`src/rtl/cohbm_pkg.sv`:
```
// shared types and constants for the canopen heartbeat monitor
package cohbm_pkg;

  localparam int TABLE_DEPTH = 128;
  localparam int TABLE_AW    = 7;
  localparam int STATE_W     = 7;
  localparam int ADDR_W      = 5;
  localparam int DATA_W      = 32;
  localparam int REG_IDX_W   = 3;
  localparam int ENTRY_W     = 24;

  localparam logic [REG_IDX_W-1:0] REG_OWN_ID = 3'd0;
  localparam logic [REG_IDX_W-1:0] REG_PERIOD = 3'd1;
  localparam logic [REG_IDX_W-1:0] REG_COUNT  = 3'd2;
  localparam logic [REG_IDX_W-1:0] REG_ENTRY0 = 3'd3;

  localparam logic OP_TICK  = 1'b0;
  localparam logic OP_FRAME = 1'b1;

  localparam logic [1:0] EVT_HB_SEND = 2'd0;
  localparam logic [1:0] EVT_GUARD   = 2'd1;
  localparam logic [1:0] EVT_STATE   = 2'd2;
  localparam logic [1:0] EVT_HB_LOST = 2'd3;

  localparam logic [10:0]        HB_BASE         = 11'h700;
  localparam logic [7:0]         TOGGLE_BIT      = 8'h80;
  localparam logic [STATE_W-1:0] ST_UNKNOWN      = 7'h0F;
  localparam logic [STATE_W-1:0] ST_DISCONNECTED = 7'h01;

  typedef struct packed {
    logic        op;
    logic [10:0] frame_id;
    logic        remote_request;
    logic [7:0]  payload_byte;
    logic [6:0]  local_state;
  } cohbm_req_t;

  typedef struct packed {
    logic [1:0]  event_kind;
    logic [6:0]  event_node;
    logic [10:0] tx_id;
    logic [7:0]  tx_byte;
    logic        last;
  } cohbm_rsp_t;

endpackage

```
`src/rtl/canopen_heartbeat_monitor_core.sv`:
```
// canopen heartbeat monitor: node guarding, heartbeat consumer and producer
// path: a beat is held in the item register, its results in the output register
// throughput: one input beat per cycle while rsp_stall is low and each beat yields at
//   most one result; a tick with more than one result (losses plus heartbeat) holds the
//   input until the last is out; the single output register takes one result per cycle
// reset: synchronous; node table valid bits clear at once, so no clearing pass is needed
module canopen_heartbeat_monitor_core
  import cohbm_pkg::*;
#(
  parameter int CONSUMER_SLOTS = 5
) (
  input  logic              clk,
  input  logic              rst,
  input  logic              psel,
  input  logic              penable,
  input  logic              pwrite,
  input  logic [ADDR_W-1:0] paddr,
  input  logic [DATA_W-1:0] pwdata,
  output logic [DATA_W-1:0] prdata,
  output logic              pready,
  input  logic              req_valid,
  output logic              req_stall,
  input  cohbm_req_t        req,
  output logic              rsp_valid,
  input  logic              rsp_stall,
  output cohbm_rsp_t        rsp
);

  // ---------------------------------------------------------------------------
  // configuration registers
  // ---------------------------------------------------------------------------
  logic [6:0]         own_id;
  logic [15:0]        period;
  logic [2:0]         count;
  logic [ENTRY_W-1:0] entry [CONSUMER_SLOTS];

  logic                 cfg_we;
  logic [REG_IDX_W-1:0] cfg_idx;

  assign pready  = 1'b1;
  assign cfg_we  = psel && penable && pwrite;
  assign cfg_idx = paddr[ADDR_W-1:2];

  always_ff @(posedge clk) begin
    if (rst) begin
      own_id <= 7'd1;
      period <= '0;
      count  <= '0;
      for (int i = 0; i < CONSUMER_SLOTS; i++) begin
        entry[i] <= '0;
      end
    end else if (cfg_we) begin
      if (cfg_idx == REG_OWN_ID) begin
        own_id <= pwdata[6:0];
      end
      if (cfg_idx == REG_PERIOD) begin
        period <= pwdata[15:0];
      end
      if (cfg_idx == REG_COUNT) begin
        count <= pwdata[2:0];
      end
      // slot entries beyond CONSUMER_SLOTS are not stored
      for (int i = 0; i < CONSUMER_SLOTS; i++) begin
        if (cfg_idx == REG_ENTRY0 + REG_IDX_W'(i)) begin
          entry[i] <= pwdata[ENTRY_W-1:0];
        end
      end
    end
  end

  always_comb begin
    prdata = '0;
    unique case (cfg_idx)
      REG_OWN_ID: prdata = {25'd0, own_id};
      REG_PERIOD: prdata = {16'd0, period};
      REG_COUNT:  prdata = {29'd0, count};
      default: begin
        for (int i = 0; i < CONSUMER_SLOTS; i++) begin
          if (cfg_idx == REG_ENTRY0 + REG_IDX_W'(i)) begin
            prdata = {8'd0, entry[i]};
          end
        end
      end
    endcase
  end

  // ---------------------------------------------------------------------------
  // input register and node state table
  // ---------------------------------------------------------------------------
  cohbm_req_t item;
  logic       busy;     // item register holds a beat
  logic       started;  // side effects done, results still to deliver
  logic       accept;
  logic       done;
  logic       first;

  // table: memory with registered read, plus a valid bit per node so that
  // never-written nodes read as unknown
  logic [STATE_W-1:0]  tbl_mem [TABLE_DEPTH];
  logic [TABLE_DEPTH-1:0] tbl_valid;
  logic [STATE_W-1:0]  mem_q;
  logic                tbl_we;
  logic [TABLE_AW-1:0] tbl_wa;
  logic [STATE_W-1:0]  tbl_wd;
  // write made at the read edge; the registered read missed it
  logic                fwd_v;
  logic [TABLE_AW-1:0] fwd_a;
  logic [STATE_W-1:0]  fwd_d;

  assign accept    = req_valid && !req_stall;
  assign req_stall = busy && !done;
  assign first     = busy && !started;

  always_ff @(posedge clk) begin
    if (accept) begin
      item  <= req;
      mem_q <= tbl_mem[req.frame_id[TABLE_AW-1:0]];
    end
    if (tbl_we) begin
      tbl_mem[tbl_wa] <= tbl_wd;
    end
  end

  always_ff @(posedge clk) begin
    if (rst) begin
      tbl_valid <= '0;
      fwd_v     <= 1'b0;
      busy      <= 1'b0;
    end else begin
      if (tbl_we) begin
        tbl_valid[tbl_wa] <= 1'b1;
      end
      fwd_v <= tbl_we;
      if (accept) begin
        busy <= 1'b1;
      end else if (done) begin
        busy <= 1'b0;
      end
    end
    fwd_a <= tbl_wa;
    fwd_d <= tbl_wd;
  end

  // ---------------------------------------------------------------------------
  // per-slot countdown, producer counter, guard toggle
  // ---------------------------------------------------------------------------
  logic [15:0]               slot_rem [CONSUMER_SLOTS];
  logic [CONSUMER_SLOTS-1:0] slot_armed;
  logic [15:0]               producer_count;
  logic                      guard_toggle;

  // first-cycle decode of the held beat
  logic [TABLE_AW-1:0]       nd;
  logic [STATE_W-1:0]        ns;
  logic [STATE_W-1:0]        tbl_cur;
  logic [10:0]               txid;
  logic                      is_tick;
  logic                      hb_frame;
  logic                      guard;
  logic                      chg;
  logic [15:0]               dec [CONSUMER_SLOTS];
  logic [CONSUMER_SLOTS-1:0] expire;
  logic [CONSUMER_SLOTS-1:0] match;
  logic [CONSUMER_SLOTS-1:0] rem_nz;
  logic [15:0]               pc1;
  logic                      fire;
  cohbm_rsp_t                new_frm;

  assign nd       = item.frame_id[TABLE_AW-1:0];
  assign ns       = item.payload_byte[STATE_W-1:0];
  assign txid     = HB_BASE + {4'd0, own_id};
  assign is_tick  = item.op == OP_TICK;
  assign hb_frame = first && !is_tick && !item.remote_request;
  assign guard    = first && !is_tick && item.remote_request && (nd == own_id);
  assign chg      = hb_frame && (tbl_cur != ns);
  assign pc1      = producer_count + 16'd1;
  assign fire     = (period != '0) && ((pc1 >= period) || (pc1 == '0));

  always_comb begin
    if (fwd_v && (fwd_a == nd)) begin
      tbl_cur = fwd_d;
    end else if (tbl_valid[nd]) begin
      tbl_cur = mem_q;
    end else begin
      tbl_cur = ST_UNKNOWN;
    end
  end

  always_comb begin
    for (int i = 0; i < CONSUMER_SLOTS; i++) begin
      dec[i]    = slot_rem[i] - {15'd0, (slot_rem[i] != '0)};
      expire[i] = slot_armed[i] && (dec[i] == '0);
      // only slots in use restart; count above the slot total covers all
      match[i]  = (count > 3'(i)) && (entry[i][23:16] == {1'b0, nd});
      rem_nz[i] = slot_rem[i] != '0;
    end
  end

  always_comb begin
    new_frm = '0;
    if (guard) begin
      new_frm.event_kind = EVT_GUARD;
      new_frm.event_node = own_id;
      new_frm.tx_id      = txid;
      new_frm.tx_byte    = {1'b0, item.local_state} | (guard_toggle ? TOGGLE_BIT : 8'd0);
    end else begin
      new_frm.event_kind = EVT_STATE;
      new_frm.event_node = nd;
      new_frm.tx_byte    = {1'b0, ns};
    end
    new_frm.last = 1'b1;
  end

  always_ff @(posedge clk) begin
    if (rst) begin
      for (int i = 0; i < CONSUMER_SLOTS; i++) begin
        slot_rem[i] <= '0;
      end
      slot_armed     <= '0;
      producer_count <= '0;
      guard_toggle   <= 1'b0;
    end else begin
      if (first && is_tick) begin
        // every armed slot counts down whatever the slot count says
        for (int i = 0; i < CONSUMER_SLOTS; i++) begin
          if (slot_armed[i]) begin
            slot_rem[i] <= dec[i];
            if (dec[i] == '0) begin
              slot_armed[i] <= 1'b0;
            end
          end
        end
      end
      if (hb_frame && (ns != ST_UNKNOWN)) begin
        // a zero timeout disarms the slot
        for (int i = 0; i < CONSUMER_SLOTS; i++) begin
          if (match[i]) begin
            slot_rem[i]   <= entry[i][15:0];
            slot_armed[i] <= entry[i][15:0] != '0;
          end
        end
      end
      // a period write restarts the producer
      if (cfg_we && (cfg_idx == REG_PERIOD)) begin
        producer_count <= '0;
      end else if (first && is_tick) begin
        producer_count <= fire ? 16'd0 : (period != '0 ? pc1 : 16'd0);
      end
      if (guard) begin
        guard_toggle <= !guard_toggle;
      end
    end
  end

  // ---------------------------------------------------------------------------
  // result sequencing: losses in slot order, then heartbeat, or one frame result
  // ---------------------------------------------------------------------------
  logic [CONSUMER_SLOTS-1:0] pend_mask;
  logic                      pend_hb;
  logic                      pend_frm_v;
  cohbm_rsp_t                pend_frm;

  logic [CONSUMER_SLOTS-1:0] eff_mask;
  logic                      eff_hb;
  logic                      eff_frm_v;
  cohbm_rsp_t                eff_frm;
  logic [CONSUMER_SLOTS-1:0] low;
  logic [CONSUMER_SLOTS-1:0] rest_mask;
  logic [ENTRY_W-1:0]        sel_entry;
  logic                      any_res;
  logic                      out_free;
  logic                      emit;
  cohbm_rsp_t                res;

  always_comb begin
    eff_mask  = '0;
    eff_hb    = 1'b0;
    eff_frm_v = 1'b0;
    eff_frm   = new_frm;
    if (started) begin
      eff_mask  = pend_mask;
      eff_hb    = pend_hb;
      eff_frm_v = pend_frm_v;
      eff_frm   = pend_frm;
    end else if (first) begin
      eff_mask  = is_tick ? expire : '0;
      eff_hb    = is_tick && fire;
      eff_frm_v = guard || chg;
    end
  end

  // lowest pending slot, as a one-hot mask
  assign low       = eff_mask & (~eff_mask + CONSUMER_SLOTS'(1));
  assign rest_mask = eff_mask & ~low;

  always_comb begin
    sel_entry = '0;
    for (int i = 0; i < CONSUMER_SLOTS; i++) begin
      if (low[i]) begin
        sel_entry = entry[i];
      end
    end
  end

  always_comb begin
    res = eff_frm;
    if (eff_mask != '0) begin
      res.event_kind = EVT_HB_LOST;
      res.event_node = sel_entry[22:16];
      res.tx_id      = '0;
      res.tx_byte    = {1'b0, ST_DISCONNECTED};
      res.last       = (rest_mask == '0) && !eff_hb;
    end else if (eff_hb) begin
      res.event_kind = EVT_HB_SEND;
      res.event_node = own_id;
      res.tx_id      = txid;
      res.tx_byte    = {1'b0, item.local_state};
      res.last       = 1'b1;
    end
  end

  assign any_res  = (eff_mask != '0) || eff_hb || eff_frm_v;
  assign out_free = !rsp_valid || !rsp_stall;
  assign emit     = any_res && out_free;
  assign done     = busy && (!any_res || (emit && res.last));

  // one table write a cycle: a changed heartbeat state, or a lost node
  // (slot ids above the table size are not written)
  always_comb begin
    tbl_we = 1'b0;
    tbl_wa = nd;
    tbl_wd = ns;
    if (chg) begin
      tbl_we = 1'b1;
    end else if (emit && (eff_mask != '0) && !sel_entry[23]) begin
      tbl_we = 1'b1;
      tbl_wa = sel_entry[22:16];
      tbl_wd = ST_DISCONNECTED;
    end
  end

  always_ff @(posedge clk) begin
    if (rst) begin
      started    <= 1'b0;
      pend_mask  <= '0;
      pend_hb    <= 1'b0;
      pend_frm_v <= 1'b0;
    end else if (busy && !done) begin
      started    <= 1'b1;
      pend_mask  <= emit ? rest_mask : eff_mask;
      pend_hb    <= eff_hb;
      pend_frm_v <= eff_frm_v;
    end else begin
      started <= 1'b0;
    end
    if (first) begin
      pend_frm <= new_frm;
    end
  end

  // output register
  always_ff @(posedge clk) begin
    if (rst) begin
      rsp_valid <= 1'b0;
    end else if (emit) begin
      rsp_valid <= 1'b1;
    end else if (!rsp_stall) begin
      rsp_valid <= 1'b0;
    end
    if (emit) begin
      rsp <= res;
    end
  end

  // ---------------------------------------------------------------------------
  // assertions
  // ---------------------------------------------------------------------------
  a_started_has_pending: assert property (@(posedge clk) disable iff (rst)
    started |-> (pend_mask != '0) || pend_hb || pend_frm_v)
    else $error("item held with no results left");

  a_armed_nonzero: assert property (@(posedge clk) disable iff (rst)
    (slot_armed & ~rem_nz) == '0)
    else $error("armed slot with zero remaining time");

  a_producer_bound: assert property (@(posedge clk) disable iff (rst)
    first && is_tick |=> (period == '0) || (producer_count < period))
    else $error("producer count not below period after tick");

  a_guard_toggles: assert property (@(posedge clk) disable iff (rst)
    guard |=> guard_toggle != $past(guard_toggle))
    else $error("guard reply did not flip toggle");

  a_no_overwrite: assert property (@(posedge clk) disable iff (rst)
    rsp_valid && rsp_stall |-> !emit)
    else $error("stalled result overwritten");

endmodule
```
`config.mk`:
```
export PLATFORM = sky130hd
export DESIGN_NAME = canopen_heartbeat_monitor_core
export DESIGN_NICKNAME = d
export VERILOG_FILES = /design/src/rtl/cohbm_pkg.sv /design/src/rtl/canopen_heartbeat_monitor_core.sv
export SDC_FILE = /design/constraint.sdc
export NUM_CORES = 2
export LEC_CHECK = 0
export BUFFER_PORTS_ARGS = -buffer_cell sky130_fd_sc_hd__buf_2
export CORE_MARGIN = 5
export CORE_UTILIZATION = 55
export CTS_BUF_LIST = sky130_fd_sc_hd__clkbuf_2 sky130_fd_sc_hd__clkbuf_4 sky130_fd_sc_hd__clkbuf_8
export DETAILED_ROUTE_END_ITERATION = 10
export HOLD_SLACK_MARGIN = 0.15
export PLACE_DENSITY = 0.74
export SLEW_MARGIN = 0
export SYNTH_ARGS = -nofsm -noshare
export SYNTH_HDL_FRONTEND = slang
export SYNTH_SLANG_ARGS = --single-unit
```
`constraint.sdc`:
```
create_clock -name clk -period 6.85 [get_ports clk]
set_input_delay 0.3425 -clock clk [delete_from_list [all_inputs] [get_ports clk]]
set_output_delay 0.3425 -clock clk [all_outputs]
set_load 0.02 [all_outputs]
```
==> results.md <==
- Seq/Total Area, Yosys: 0.660
- DR vias: 36,000
- First-pass GRT wire length: 222,000 um
- Final setup fails: 0
- CP Max Fanout: 9
- Crit path time final: 6.44 ns
- Crit end category: register
- Synth top cells by count: 1,176 x edfxtp_1, 321 x mux4_2, 269 x nor2_1
- Worst-skew pair later-pin latency: 0.90 ns
- Area share of the largest cell type after synthesis: 0.592
- Root Driver: clkbuf_8
- Syn Inst Count: 3,745
- Synth top area cells: edfxtp_1 59%, mux4_2 12%, dfxtp_1 6.7%
- DRT Pass-1 Iters: 9
- Crit path buffers/inverters: 2
- Post-DR wirelength/cell: 26.0 um
- Pwr/cell area: 254 nW/um2
- Area of the die: 115,000 um2
- Largest net degree at the start of global routing: 130
- GP Congestion: 0.875
- Slew HR: 0.198
- Ys async rst share: 0
- Area leader, netlist: edfxtp_1
- Final std cells w/o fill: 5,690
- Crit path DAT: 6.92 ns
- Worst IR Drop VDD: 0.277 mV
- Initial core utilization: 0.555
- Htree depth: 4
- Vias in the first global route: 35,500
- Max-cap violations: 0
- Top FF cell, synth: edfxtp_1
- Syn Area/Cell: 15.9 um2
- Maximum clock rate: 155 MHz
- Setup Skew: 0.0553 ns
- Final hold violations: 0
- I/O pin total: 136
- Total Wirelength: 148,000 um
- Postcts setup bufs: 0
- TritonCTS Buffers: 212
- Slew Limit Fails: 0
- IO buf count: 110
- Final worst path period share: 0.940
- Final Util: 0.633
- CTS sink count: 1,377
- Die height: 339 um
- Synthesized flop and latch total: 1,377
- Die X: 339 um
- Slowest Stage Delay on Critical Path: 0.65 ns
- Top delay family on crit path: simple AND/OR/NAND/NOR gates
- Initial antenna violation count: 11
- CTS max path bufs: 3
- CORE AREA: 107,000 um2
- DR vias/cell: 6.32
- Nets: 4,206
- Hold WC Path Type: input pin to register
- CTS Hold Bufs: 57
- Post-synth cell types: 102
- Pleak: 22.5 nW
- Detailed placement HPWL: 97,100 um
- Post_cts resized: 0
- Combinational Power Share: 0.061
- Grt ovf: 0
- P_int: 0.0133 W
- P_sw: 0.00397 W
- Row count: 120
- Filler cell count: 7,389
- Share of layout cells above drive strength 1: 0.272
- Most common cell in the synthesized netlist: edfxtp_1
- Cells after DPL: 5,239
- Total GRT Usage: 0.254
- Synth-to-Final Area Change: 14.0%
- Post-Syn Area: 59,600 um2
- Initial drt markers: 4,495
- Worst slew pin tran: 1.20 ns
- Required @ worst endpoint: 7.34 ns
- ANT nets after route: 0
- Reg clk slew, reported paths: 0.07 ns
- Failing checks: design-rule violations
- Setup repair after global routing missed its margin: no
- Status: complete, but fails checks
- CP startpoint kind: register
- Post-synth EDFFs: 1,176
- Switch share: 0.230
- Part of the power in registers: 0.540
- # DRC: 2
- Crit path max-delay cell type: nor2_1
- Worst setup path category: register to register
- CTS tree: yes
- Critical path, cell by cell: nor4_2 -> nand3_1 -> nor4_1 -> nand3_1 -> ha_1 -> ha_1 -> or3b_1 -> nor3_1 -> xor2_1 -> nor4_1 -> buf_4 -> a31o_1 -> buf_4 -> and2_1 -> a2111oi_0 -> nor3_1 -> o2bb2ai_2 -> and2b_2 -> a31oi_4 -> nor2_1
- Ys Warns: 0
- Clk pwr share: 0.399
cell type report:
cell class	count	area, um2	area share
sequential	1377	39300	0.579
antenna	5	12.5	0.000184
tap	1403	1760	0.0258
clock buffer	287	3560	0.0523
clock inverter	102	747	0.0110
multi-input combinational	2058	19000	0.279
timing repair buffer	410	3380	0.0497
inverter	48	183	0.00269
final timing paths:
path | cells after the start | end | slack [ns] | start
setup reg to reg | 20 | tbl_mem[53][2]$_DFFE_PP_ | 0.41 | slot_rem[0][20]$_DFFE_PP_
hold / removal | 2 | item[12]$_DFFE_PP_ | 0.26 | req[12]
hold reg to reg | 1 | tbl_valid[116]$_SDFFE_PP0N_ | 0.46 | tbl_valid[116]$_SDFFE_PP0N_
setup / recovery | 20 | tbl_mem[53][2]$_DFFE_PP_ | 0.41 | slot_rem[0][20]$_DFFE_PP_
cell families (layout without fill, tap and decap cells):
kind of cell,after synthesis,count (layout),share of synthesized area
flip-flops,1377,1377,0.660
AND/OR/NAND/NOR,874,874,0.0719
AO/OA/AOI/OAI,591,591,0.0799
multiplexers,425,425,0.139
buffers and inverters,318,847,0.0242
XOR/XNOR,130,130,0.0191
adder cells (fa/ha/maj),28,28,0.00583
other,2,15,0.000126
sequential cells by signal, indices dropped and copies added, names as in the netlist:
name and count:
tbl_mem 896, tbl_valid 128, entry 120, slot_rem 80, rsp 26, pend_frm 24, item 23, period 16
producer_count 16, fwd_a 7, fwd_d 7, mem_q 7, own_id 7, pend_mask 5, slot_armed 5, count 3
busy 1, fwd_v 1, guard_toggle 1, pend_frm_v 1, pend_hb 1, rsp_valid 1, started 1
through the flow:
stage	area (um2)	total power, W	worst slack [ns]	hold slack (ns)	setup TNS, ns
floorplan	59700	0.0101	-0.754	0.427	-290.71
global placement	63100	0.0105	0.735	0.439	0
detailed placement	63100	0.0105	0.626	0.443	0
CTS	67900	0.0173	0.531	0.196	0
global route	67900	0.0178	0.0608	0.223	0
finish	68000	0.0172	0.412	0.265	0
power groups by stage:
stage	Clock (W)	Sequential (W)	Combinational (W)
global placement	0	0.00948	0.000996
floorplan	0	0.00945	0.000652
global route	0.00742	0.00931	0.00110
finish	0.00688	0.00931	0.00105
detailed placement	0	0.00948	0.00101
CTS	0.00698	0.00930	0.00104
cell usage in the layout (no fill, tap or decap), types with 84 or more instances in the layout:
cell       Yosys  layout
mux2i_1       84      84
dfxtp_1      201     201
mux4_2       321     321
o2bb2ai_1     91      91
a21oi_1       87      87
nand2_1      232     231
edfxtp_1    1176    1176
clkbuf_8       0     224
buf_2         25     107
buf_4         32     211
o21ai_0      149     145
nor2_1       269     265
per-layer routing:
| metal | part of all wire | wire length, um | track usage |
|---|---|---|---|
| met2 | 0.47 | 69200 | 0.390 |
| met5 | 0.00026 | 39 | 0 |
| met3 | 0.099 | 14600 | 0.0572 |
| met4 | 0.036 | 5290 | 0.0969 |
| met1 | 0.40 | 58700 | 0.362 |
(Power assumes the default switching activity.)
